`src/sv/sqb_pkg.sv`:
```
// shared types and constants for the sprite quad batcher
`timescale 1ns / 1ps
package sqb_pkg;
	localparam int MaxTextures  = 16;
	localparam int QuadCapacity = 1024;
	localparam int SlotW  = 4;
	localparam int UsedW  = 5;
	localparam int QcntW  = 11;
	localparam logic [16:0] Q116Max = 17'h1FFFF;

	typedef enum logic [1:0] {
		KIND_BIND = 2'd0,
		KIND_VERTEX = 2'd1,
		KIND_DRAW = 2'd2
	} kind_t;

	// controller to datapath
	typedef struct packed {
		logic       load;      // capture input item
		logic       div_start; // start division
		logic [1:0] div_sel;   // 0 src_x, 1 src_w, 2 src_y, 3 src_h
		logic       srch_clr;  // restart slot search
		logic       srch_step; // compare one slot
		logic       bind_wr;   // write handle into next slot
		logic       clr_batch;
		logic       quad_inc;
		logic       out_load;
		kind_t      out_kind;
		logic [1:0] out_corner;
		logic       out_last;
	} sqb_cmd_t;

	// datapath to controller
	typedef struct packed {
		logic is_end;
		logic div_busy;
		logic srch_done;
		logic found;
		logic quads_full;
		logic slots_full;
		logic out_busy;
	} sqb_sts_t;
endpackage

```
`src/sv/sqb_div.sv`:
```
// restoring divider for 17-bit saturated texture coordinate ratios
`timescale 1ns / 1ps
module sqb_div (
	input  logic        clk,
	input  logic        arst_n,
	input  logic        start,
	input  logic [15:0] num,
	input  logic [14:0] den,
	output logic        busy,
	output logic [16:0] quo
);
	// quotient of (num<<16)/den, one bit per cycle, 32 steps
	logic [31:0] dvd_q;
	logic [15:0] rem_q;
	logic [14:0] den_q;
	logic [5:0]  cnt_q;
	logic [31:0] qacc_q;
	logic [16:0] trial;

	assign trial = {rem_q, dvd_q[31]} - {2'b00, den_q};

	always_ff @(posedge clk or negedge arst_n) begin
		if (!arst_n) begin
			cnt_q <= '0;
			busy <= 1'b0;
		end else if (start) begin
			cnt_q <= 6'd32;
			busy <= 1'b1;
		end else if (busy) begin
			cnt_q <= cnt_q - 6'd1;
			if (cnt_q == 6'd1) busy <= 1'b0;
		end
	end

	always_ff @(posedge clk) begin
		if (start) begin
			dvd_q <= {num, 16'h0000};
			rem_q <= '0;
			den_q <= den;
			qacc_q <= '0;
		end else if (busy) begin
			dvd_q <= {dvd_q[30:0], 1'b0};
			if (!trial[16]) begin
				rem_q <= trial[15:0];
				qacc_q <= {qacc_q[30:0], 1'b1};
			end else begin
				rem_q <= {rem_q[14:0], dvd_q[31]};
				qacc_q <= {qacc_q[30:0], 1'b0};
			end
		end
	end

	always_comb begin
		if (den_q == '0 || qacc_q[31:17] != '0) quo = sqb_pkg::Q116Max;
		else quo = qacc_q[16:0];
	end
endmodule

```
`src/sv/sqb_datapath.sv`:
```
// operand capture, slot table, coordinate math and output register
`timescale 1ns / 1ps
module sqb_datapath (
	input  logic                  clk,
	input  logic                  arst_n,
	input  sqb_pkg::sqb_cmd_t     cmd,
	output sqb_pkg::sqb_sts_t     sts,
	input  logic                  opcode,
	input  logic [15:0]           texture_handle,
	input  logic [14:0]           tex_width,
	input  logic [14:0]           tex_height,
	input  logic [15:0]           src_x,
	input  logic [15:0]           src_y,
	input  logic [15:0]           src_w,
	input  logic [15:0]           src_h,
	input  logic signed [23:0]    dest_x,
	input  logic signed [23:0]    dest_y,
	input  logic [22:0]           dest_w,
	input  logic [22:0]           dest_h,
	input  logic                  out_stall,
	output logic                  out_valid,
	output logic [1:0]            kind,
	output logic [3:0]            slot,
	output logic [15:0]           bound_handle,
	output logic signed [24:0]    pos_x,
	output logic signed [24:0]    pos_y,
	output logic [16:0]           tex_u,
	output logic [16:0]           tex_v,
	output logic [9:0]            quad_index,
	output logic [1:0]            corner,
	output logic [12:0]           index_total,
	output logic                  last
);
	logic        op_q;
	logic [15:0] hnd_q, sx_q, sy_q, sw_q, sh_q;
	logic [14:0] tw_q, th_q;
	logic signed [24:0] x0_q, y0_q, x1_q, y1_q;
	logic [16:0] u0_q, u1_q, v0_q, v1_q;
	logic [15:0] handles_q [sqb_pkg::MaxTextures];
	logic [sqb_pkg::UsedW-1:0] used_q, idx_q;
	logic [sqb_pkg::SlotW-1:0] slot_q;
	logic        found_q;
	logic [sqb_pkg::QcntW-1:0] qcnt_q;
	logic [15:0] div_num;
	logic [14:0] div_den;
	logic        div_busy, div_busy_d_q;
	logic [16:0] div_quo;
	logic [1:0]  sel_q;
	logic [17:0] sum;
	logic [16:0] sat_sum;

	always_comb begin
		unique case (cmd.div_sel)
			2'd0: begin div_num = sx_q; div_den = tw_q; end
			2'd1: begin div_num = sw_q; div_den = tw_q; end
			2'd2: begin div_num = sy_q; div_den = th_q; end
			default: begin div_num = sh_q; div_den = th_q; end
		endcase
	end

	sqb_div u_div (
		.clk(clk), .arst_n(arst_n), .start(cmd.div_start),
		.num(div_num), .den(div_den), .busy(div_busy), .quo(div_quo)
	);

	assign sum = {1'b0, (sel_q[1] ? v0_q : u0_q)} + {1'b0, div_quo};
	assign sat_sum = (sum > {1'b0, sqb_pkg::Q116Max}) ? sqb_pkg::Q116Max : sum[16:0];

	always_ff @(posedge clk or negedge arst_n) begin
		if (!arst_n) begin
			div_busy_d_q <= 1'b0;
		end else begin
			div_busy_d_q <= div_busy;
		end
	end

	// store the quotient or saturated sum when division ends
	always_ff @(posedge clk) begin
		if (cmd.div_start) sel_q <= cmd.div_sel;
		if (div_busy_d_q && !div_busy) begin
			unique case (sel_q)
				2'd0: u0_q <= div_quo;
				2'd1: u1_q <= sat_sum;
				2'd2: v0_q <= div_quo;
				default: v1_q <= sat_sum;
			endcase
		end
	end

	always_ff @(posedge clk) begin
		if (cmd.load) begin
			op_q <= opcode;
			hnd_q <= texture_handle;
			tw_q <= tex_width;
			th_q <= tex_height;
			sx_q <= src_x;
			sy_q <= src_y;
			sw_q <= src_w;
			sh_q <= src_h;
			x0_q <= {dest_x[23], dest_x};
			y0_q <= {dest_y[23], dest_y};
			x1_q <= {dest_x[23], dest_x} + {2'b00, dest_w};
			y1_q <= {dest_y[23], dest_y} + {2'b00, dest_h};
		end
		if (cmd.bind_wr) handles_q[used_q[sqb_pkg::SlotW-1:0]] <= hnd_q;
	end

	// slot search walks one entry per cycle
	always_ff @(posedge clk or negedge arst_n) begin
		if (!arst_n) begin
			used_q <= '0;
			qcnt_q <= '0;
			idx_q <= '0;
			found_q <= 1'b0;
			slot_q <= '0;
		end else begin
			if (cmd.srch_clr) begin
				idx_q <= '0;
				found_q <= 1'b0;
			end else if (cmd.srch_step) begin
				if (handles_q[idx_q[sqb_pkg::SlotW-1:0]] == hnd_q) begin
					found_q <= 1'b1;
					slot_q <= idx_q[sqb_pkg::SlotW-1:0];
				end
				idx_q <= idx_q + 1'b1;
			end
			if (cmd.clr_batch) begin
				used_q <= '0;
				qcnt_q <= '0;
			end else begin
				if (cmd.bind_wr) begin
					used_q <= used_q + 1'b1;
					slot_q <= used_q[sqb_pkg::SlotW-1:0];
				end
				if (cmd.quad_inc) qcnt_q <= qcnt_q + 1'b1;
			end
		end
	end

	assign sts.is_end = op_q;
	assign sts.div_busy = div_busy || cmd.div_start || div_busy_d_q;
	assign sts.srch_done = found_q || (idx_q >= used_q);
	assign sts.found = found_q;
	assign sts.quads_full = qcnt_q >= sqb_pkg::QcntW'(sqb_pkg::QuadCapacity);
	assign sts.slots_full = used_q >= sqb_pkg::UsedW'(sqb_pkg::MaxTextures);
	assign sts.out_busy = out_valid && out_stall;

	logic right, top;
	assign right = (cmd.out_corner == 2'd1) || (cmd.out_corner == 2'd2);
	assign top = cmd.out_corner[1];

	always_ff @(posedge clk or negedge arst_n) begin
		if (!arst_n) begin
			out_valid <= 1'b0;
		end else if (cmd.out_load) begin
			out_valid <= 1'b1;
		end else if (!out_stall) begin
			out_valid <= 1'b0;
		end
	end

	always_ff @(posedge clk) begin
		if (cmd.out_load) begin
			kind <= cmd.out_kind;
			last <= cmd.out_last;
			slot <= '0;
			bound_handle <= '0;
			pos_x <= '0;
			pos_y <= '0;
			tex_u <= '0;
			tex_v <= '0;
			quad_index <= '0;
			corner <= '0;
			index_total <= '0;
			unique case (cmd.out_kind)
				sqb_pkg::KIND_BIND: begin
					slot <= used_q[sqb_pkg::SlotW-1:0];
					bound_handle <= hnd_q;
				end
				sqb_pkg::KIND_VERTEX: begin
					slot <= slot_q;
					pos_x <= right ? x1_q : x0_q;
					pos_y <= top ? y1_q : y0_q;
					tex_u <= right ? u1_q : u0_q;
					tex_v <= top ? v0_q : v1_q;
					quad_index <= qcnt_q[9:0];
					corner <= cmd.out_corner;
				end
				default: begin
					index_total <= 13'({qcnt_q, 2'b00} + {1'b0, qcnt_q, 1'b0});
				end
			endcase
		end
	end
endmodule

```
`src/sv/sqb_ctrl.sv`:
```
// controller state machine sequencing one item at a time
`timescale 1ns / 1ps
module sqb_ctrl (
	input  logic              clk,
	input  logic              arst_n,
	input  logic              in_valid,
	output logic              in_stall,
	input  sqb_pkg::sqb_sts_t sts,
	output sqb_pkg::sqb_cmd_t cmd
);
	typedef enum logic [3:0] {
		S_IDLE, S_DECODE, S_FULLDRAW, S_SEARCH, S_SLOTCHK, S_BIND,
		S_DIV, S_DIVWAIT, S_VERT, S_END
	} state_t;

	state_t    state_q;
	logic [1:0] dsel_q;
	logic [1:0] corner_q;

	assign in_stall = (state_q != S_IDLE);

	always_comb begin
		cmd = '0;
		cmd.load = in_valid && (state_q == S_IDLE);
		cmd.out_kind = sqb_pkg::KIND_DRAW;
		cmd.out_corner = corner_q;
		cmd.div_sel = dsel_q;
		unique case (state_q)
			S_IDLE: cmd.srch_clr = 1'b1;
			S_DECODE: ;
			S_FULLDRAW, S_END: if (!sts.out_busy) begin
				cmd.out_load = 1'b1;
				cmd.clr_batch = 1'b1;
				cmd.out_last = (state_q == S_END);
			end
			S_SEARCH: if (!sts.srch_done) cmd.srch_step = 1'b1;
			S_SLOTCHK: if (!sts.out_busy && sts.slots_full) begin
				cmd.out_load = 1'b1;
				cmd.clr_batch = 1'b1;
			end
			S_BIND: if (!sts.out_busy) begin
				cmd.out_load = 1'b1;
				cmd.out_kind = sqb_pkg::KIND_BIND;
				cmd.bind_wr = 1'b1;
			end
			S_DIV: cmd.div_start = 1'b1;
			S_DIVWAIT: ;
			S_VERT: if (!sts.out_busy) begin
				cmd.out_load = 1'b1;
				cmd.out_kind = sqb_pkg::KIND_VERTEX;
				cmd.out_last = (corner_q == 2'd3);
				cmd.quad_inc = (corner_q == 2'd3);
			end
			default: ;
		endcase
	end

	always_ff @(posedge clk or negedge arst_n) begin
		if (!arst_n) begin
			state_q <= S_IDLE;
			dsel_q <= '0;
			corner_q <= '0;
		end else begin
			unique case (state_q)
				S_IDLE: if (in_valid) state_q <= S_DECODE;
				S_DECODE: begin
					if (sts.is_end) state_q <= S_END;
					else if (sts.quads_full) state_q <= S_FULLDRAW;
					else state_q <= S_SEARCH;
				end
				S_FULLDRAW: if (!sts.out_busy) state_q <= S_SEARCH;
				S_SEARCH: if (sts.srch_done) begin
					if (sts.found) begin
						dsel_q <= 2'd0;
						state_q <= S_DIV;
					end else begin
						state_q <= S_SLOTCHK;
					end
				end
				S_SLOTCHK: if (!sts.out_busy || !sts.slots_full) state_q <= S_BIND;
				S_BIND: if (!sts.out_busy) begin
					dsel_q <= 2'd0;
					state_q <= S_DIV;
				end
				S_DIV: state_q <= S_DIVWAIT;
				S_DIVWAIT: if (!sts.div_busy) begin
					if (dsel_q == 2'd3) begin
						corner_q <= '0;
						state_q <= S_VERT;
					end else begin
						dsel_q <= dsel_q + 2'd1;
						state_q <= S_DIV;
					end
				end
				S_VERT: if (!sts.out_busy) begin
					corner_q <= corner_q + 2'd1;
					if (corner_q == 2'd3) state_q <= S_IDLE;
				end
				S_END: if (!sts.out_busy) state_q <= S_IDLE;
				default: state_q <= S_IDLE;
			endcase
		end
	end
endmodule

```
`src/sv/sprite_quad_batcher.sv`:
```
// top level of the sprite quad batcher
// one item at a time: a draw item runs four divisions on one shared divider, a slot search
// of one entry per cycle and up to six results
// a new item is taken once the last result is loaded
// the output register lets the next item start while the final result waits
// asynchronous reset clears the batch counts and the controller; slot table is not cleared
`timescale 1ns / 1ps
module sprite_quad_batcher (
	input  logic               clk,
	input  logic               arst_n,
	input  logic               in_valid,
	output logic               in_stall,
	input  logic               opcode,
	input  logic [15:0]        texture_handle,
	input  logic [14:0]        tex_width,
	input  logic [14:0]        tex_height,
	input  logic [15:0]        src_x,
	input  logic [15:0]        src_y,
	input  logic [15:0]        src_w,
	input  logic [15:0]        src_h,
	input  logic signed [23:0] dest_x,
	input  logic signed [23:0] dest_y,
	input  logic [22:0]        dest_w,
	input  logic [22:0]        dest_h,
	output logic               out_valid,
	input  logic               out_stall,
	output logic [1:0]         kind,
	output logic [3:0]         slot,
	output logic [15:0]        bound_handle,
	output logic signed [24:0] pos_x,
	output logic signed [24:0] pos_y,
	output logic [16:0]        tex_u,
	output logic [16:0]        tex_v,
	output logic [9:0]         quad_index,
	output logic [1:0]         corner,
	output logic [12:0]        index_total,
	output logic               last
);
	sqb_pkg::sqb_cmd_t cmd;
	sqb_pkg::sqb_sts_t sts;

	sqb_ctrl u_ctrl (
		.clk(clk), .arst_n(arst_n), .in_valid(in_valid), .in_stall(in_stall),
		.sts(sts), .cmd(cmd)
	);

	sqb_datapath u_dp (
		.clk(clk), .arst_n(arst_n), .cmd(cmd), .sts(sts),
		.opcode(opcode), .texture_handle(texture_handle),
		.tex_width(tex_width), .tex_height(tex_height),
		.src_x(src_x), .src_y(src_y), .src_w(src_w), .src_h(src_h),
		.dest_x(dest_x), .dest_y(dest_y), .dest_w(dest_w), .dest_h(dest_h),
		.out_stall(out_stall), .out_valid(out_valid), .kind(kind), .slot(slot),
		.bound_handle(bound_handle), .pos_x(pos_x), .pos_y(pos_y),
		.tex_u(tex_u), .tex_v(tex_v), .quad_index(quad_index), .corner(corner),
		.index_total(index_total), .last(last)
	);
endmodule

```
`config.mk`:
```
export PLATFORM = sky130hd
export DESIGN_NAME = sprite_quad_batcher
export DESIGN_NICKNAME = d
export VERILOG_FILES = /design/src/sv/sqb_pkg.sv /design/src/sv/sqb_div.sv /design/src/sv/sqb_datapath.sv /design/src/sv/sqb_ctrl.sv /design/src/sv/sprite_quad_batcher.sv
export SDC_FILE = /design/constraint.sdc
export NUM_CORES = 1
export LEC_CHECK = 0
export BUFFER_PORTS_ARGS = -buffer_cell sky130_fd_sc_hd__buf_2
export CAP_MARGIN = 20
export CORE_MARGIN = 2
export CORE_UTILIZATION = 55
export CTS_CLUSTER_SIZE = 20
export DETAILED_ROUTE_END_ITERATION = 8
export PLACE_DENSITY_LB_ADDON = 0.12
export SYNTH_ARGS = -nofsm -noshare
export SYNTH_HDL_FRONTEND = slang
export SYNTH_SLANG_ARGS = --single-unit
```
`constraint.sdc`:
```
create_clock -name clk -period 8.7 [get_ports clk]
set_input_delay 0.87 -clock clk [delete_from_list [all_inputs] [get_ports clk]]
set_output_delay 0.87 -clock clk [all_outputs]
set_load 0.03 [all_outputs]
```
==> flow_summary_export.csv <==
group,metric,value,unit
worst_setup_path,path_max_fanout,17,
drt,final_antenna_net_count,0,
placement,gp_congestion,0.880,
synth,synthArstFlopShare,5.46,%
power,p_int,8.19,mW
synth,synth-edff-count,697,
cells_and_area,fin_cells,3509,
power,p_sw,3.87,mW
placement,dpl.cell_count,3346,
power,irDropWorstVdd,0.000158,V
synth,ys_ff_latch,788,
sta,rsz0062_at_grt,"false",
clock_tree,cts.clk_slew.worst_paths,0.06,ns
synth,synth.top_cell.area_share,61.6,%
placement,numPortBuffers,341,
sta,slew_viol_final,0,
synth,ys_top_cells_by_count,"697 x edfxtp_1, 230 x nor2_1, 155 x mux2i_1",
worst_setup_path,crit_path_top_delay_cell,"a2111oi_2",
clock_tree,cts_tree,"done",
worst_setup_path,crit_path_cell_trace,"nor4_1, nand4_1, a41oi_2, buf_4, nand2b_1, ha_1, a21o_1, a21oi_1, o21bai_1, a2111oi_2, o31ai_1, o211a_1, nor3_1, or2_2, o21ai_0",
sta,slew_headroom,25.6,%
sta,finalHoldViolations,0,
placement,hpwl,48900,µm
drt,drtPass1Iterations,8,
power,pwr-share-clk,29.0,%
worst_setup_path,crit_arrival,4.80,ns
cells_and_area,syn_to_final_growth,15.7,%
clock_tree,clockBufferDepth,3,
power,p_sw_share,32.1,%
sta,fin_crit,4.47,ns
synth,synthFlopType,"edfxtp_1",
clock_tree,cts_setup_buffers,0,
worst_hold_path,min_path_type,"in2async",
power,p_per_area,307,nW/µm²
sta,setup_tns,0,ns
cells_and_area,fillerInstances,4474,
worst_setup_path,path_class,"reg2reg",
synth,post-synth-top-area-cell,"edfxtp_1",
cells_and_area,fin_nets,2960,
synth,synth.distinct_cells,74,
worst_setup_path,required,9.04,ns
global_route,grt_max_degree,152,
global_route,grt_pass1_wl,113000,µm
synth,synth_area,34000,µm²
clock_tree,insertion_delay,0.63,ns
clock_tree,cts_num_sinks,788,
clock_tree,cts_root_buf,"clkbuf_16",
worst_setup_path,cp-end-kind,"register",
sta,finalClockSkew,0.0187,ns
synth,yosysSeqAreaShare,67.5,%
synth,yosysMostFrequentCell,"edfxtp_1",
power,power_leakage,15.0,nW
drt,wl,73900,µm
cells_and_area,drive_gt1_share,23.0,%
drt,vias,19868,
cells_and_area,stdcell_area,39300,µm²
clock_tree,htree_levels,3,
flow_run,drv_cap,0,
floorplan,dieArea,63800,µm²
floorplan,io_pins,343,
synth,syn_nets,2590,
synth,netlist_instances,2270,
clock_tree,cts_buffers,81,
floorplan,core_area,61400,µm²
global_route,first_global_vias,20136,
synth,synth.avg_cell_area,15.0,µm²
drt,route.detailed.drc,0,
global_route,gr-total-overflow,0,
placement,dp_slack,4.25,ns
placement,place_area,36600,µm²
floorplan,initial_core_util,55.4,%
sta,tightest_slew,1.12,ns
power,pwr-share-seq,42.1,%
global_route,antenna_found_initial,17,
drt,drt_iter0_drc,1561,
power,combPwrFrac,28.9,%
clock_tree,cts_resized,0,
global_route,gr-usage-all-layers,23.2,%
status,status,"complete, no violations",
floorplan,die_w,253,µm
drt,wl_per_cell,21.1,µm
clock_tree,holdBufCountCts,0,
sta,setup_viol,0,
floorplan,fp-row-count,91,
worst_setup_path,cp-start-kind,"register",
drt,viasPerCell,5.66,
floorplan,die_h,253,µm
worst_setup_path,slowest_delay,0.57,ns
synth,synth_area_leaders,"edfxtp_1 62%, mux2i_1 4.6%, mux4_2 4.2%",
sta,setup_ws,4.23,ns
sta,max_freq,224,MHz
synth,yosysWarnings,0,
sta,holdWs,0.0665,ns
sta,period_share,51.3,%
## state kept, by name, summed over array words and instances (netlist names), 16 cells and up
register,count
u_dp.v0_q,17
u_dp.pos_x,25
u_dp.u_div.qacc_q,32
u_dp.sx_q,16
u_dp.sh_q,16
u_dp.u1_q,17
u_dp.v1_q,17
u_dp.sy_q,16
u_dp.x1_q,25
u_dp.pos_y,25
u_dp.y1_q,25
u_dp.u_div.dvd_q,16
u_dp.u_div.rem_q,16
u_dp.bound_handle,16
u_dp.tex_v,17
u_dp.y0_q,24
u_dp.tex_u,17
u_dp.hnd_q,16
u_dp.u0_q,17
u_dp.sw_q,16
u_dp.handles_q,256
u_dp.x0_q,24
## stage by stage
| step | power (mW) | utilization [%] |
|---|---|---|
| 6_report | 12.1 | 64.1 |
| 5_1_grt | 12.7 | 64.1 |
| 4_1_cts | 12.2 | 64.0 |
| 2_1_floorplan | 7.78 | - |
| 3_5_place_dp | 8.66 | 59.6 |
| 3_3_place_gp | 8.57 | 59.6 |
## worst max-delay path: cells and delay by family, from the launching register on
| kind | cells | cell delay, ns |
|---|---|---|
| AO/OA/AOI/OAI | 8 | 2.05 |
| AND/OR/NAND/NOR | 5 | 1.21 |
| flip-flops | 1 | 0.32 |
| adder cells (fa/ha/maj) | 1 | 0.32 |
| buffers and inverters | 1 | 0.28 |
## layout by cell type (no fill, tap or decap), types with 15 or more instances in the layout
cell type    n
nor3_1      21
a222oi_1    16
nor2_1     230
dfxtp_1     48
mux2i_1    155
inv_1       64
o21ai_0     73
edfxtp_1   697
clkinv_1    15
buf_2      341
clkbuf_16   81
clkbuf_1    16
xnor2_1     80
ha_1       105
nand2_1     95
buf_4       30
a21oi_1    108
nand2b_1    37
mux2_2      35
and3_1      22
nor2b_1     19
mux4_2      64
a21o_1      35
nand3_1     21
xor2_1      35
dfrtp_1     38
and2_1      34
## cell families (layout without fill, tap and decap cells)
family | after synthesis | after routing | share of synthesized area [%]
xor gates and xnor gates | 116 | 116 | 2.99
other | 1 | 12 | 0.0110
muxes | 256 | 256 | 10.1
buffers and inverters | 153 | 591 | 1.98
and+or+nand+nor | 525 | 525 | 7.18
AOI/OAI and AO/OA | 320 | 320 | 5.99
adders and majority gates | 111 | 111 | 4.19
DFF | 788 | 788 | 67.5
## layer usage
metal	part of all wire (%)	vias up	GRT usage [%]	wire [µm]
met1	42	9767	31.2	31400
met2	48	613	37.6	35300
met4	2.7	14	7.62	1990
li1	-	9330	-	-
met5	0.14	-	0	101
met3	7.0	144	5.45	5140
## layout make-up
cell class / count / area (µm²) / area share, %
Clock buffer: 97 / 2090 / 5.31
Multi-Input combinational cell: 1329 / 10400 / 26.5
Tap cell: 790 / 988 / 2.51
Timing Repair Buffer: 374 / 1980 / 5.04
Antenna cell: 11 / 27.5 / 0.0700
Clock inverter: 54 / 596 / 1.51
Inverter: 66 / 248 / 0.630
Sequential cell: 788 / 23000 / 58.4
## worst paths after layout
path	from	end	slack, ns	cells after the start
max reg2reg	u_dp.u_div.qacc_q[19]	u_dp.u1_q[4]	4.23	15
min in group clk	texture_handle[15]	u_dp.hnd_q[15]	0.42	1
min reg2reg	u_dp.u_div.rem_q[1]	u_dp.u_div.rem_q[1]	0.48	2
min	arst_n	u_dp.slot_q[1]	0.07	1
max	u_dp.u_div.qacc_q[19]	u_dp.u1_q[4]	4.23	15
max in group asynchronous	arst_n	u_dp.idx_q[1]	8.18	2
## power groups by stage
stage,combinational [mW],clock (mW),sequential (mW)
4_1_cts,3.52,3.57,5.09
6_report,3.49,3.49,5.08
3_3_place_gp,3.42,0,5.14
3_5_place_dp,3.50,0,5.16
2_1_floorplan,2.33,0,5.45
5_1_grt,3.85,3.71,5.14
(Power assumes the default switching activity.)
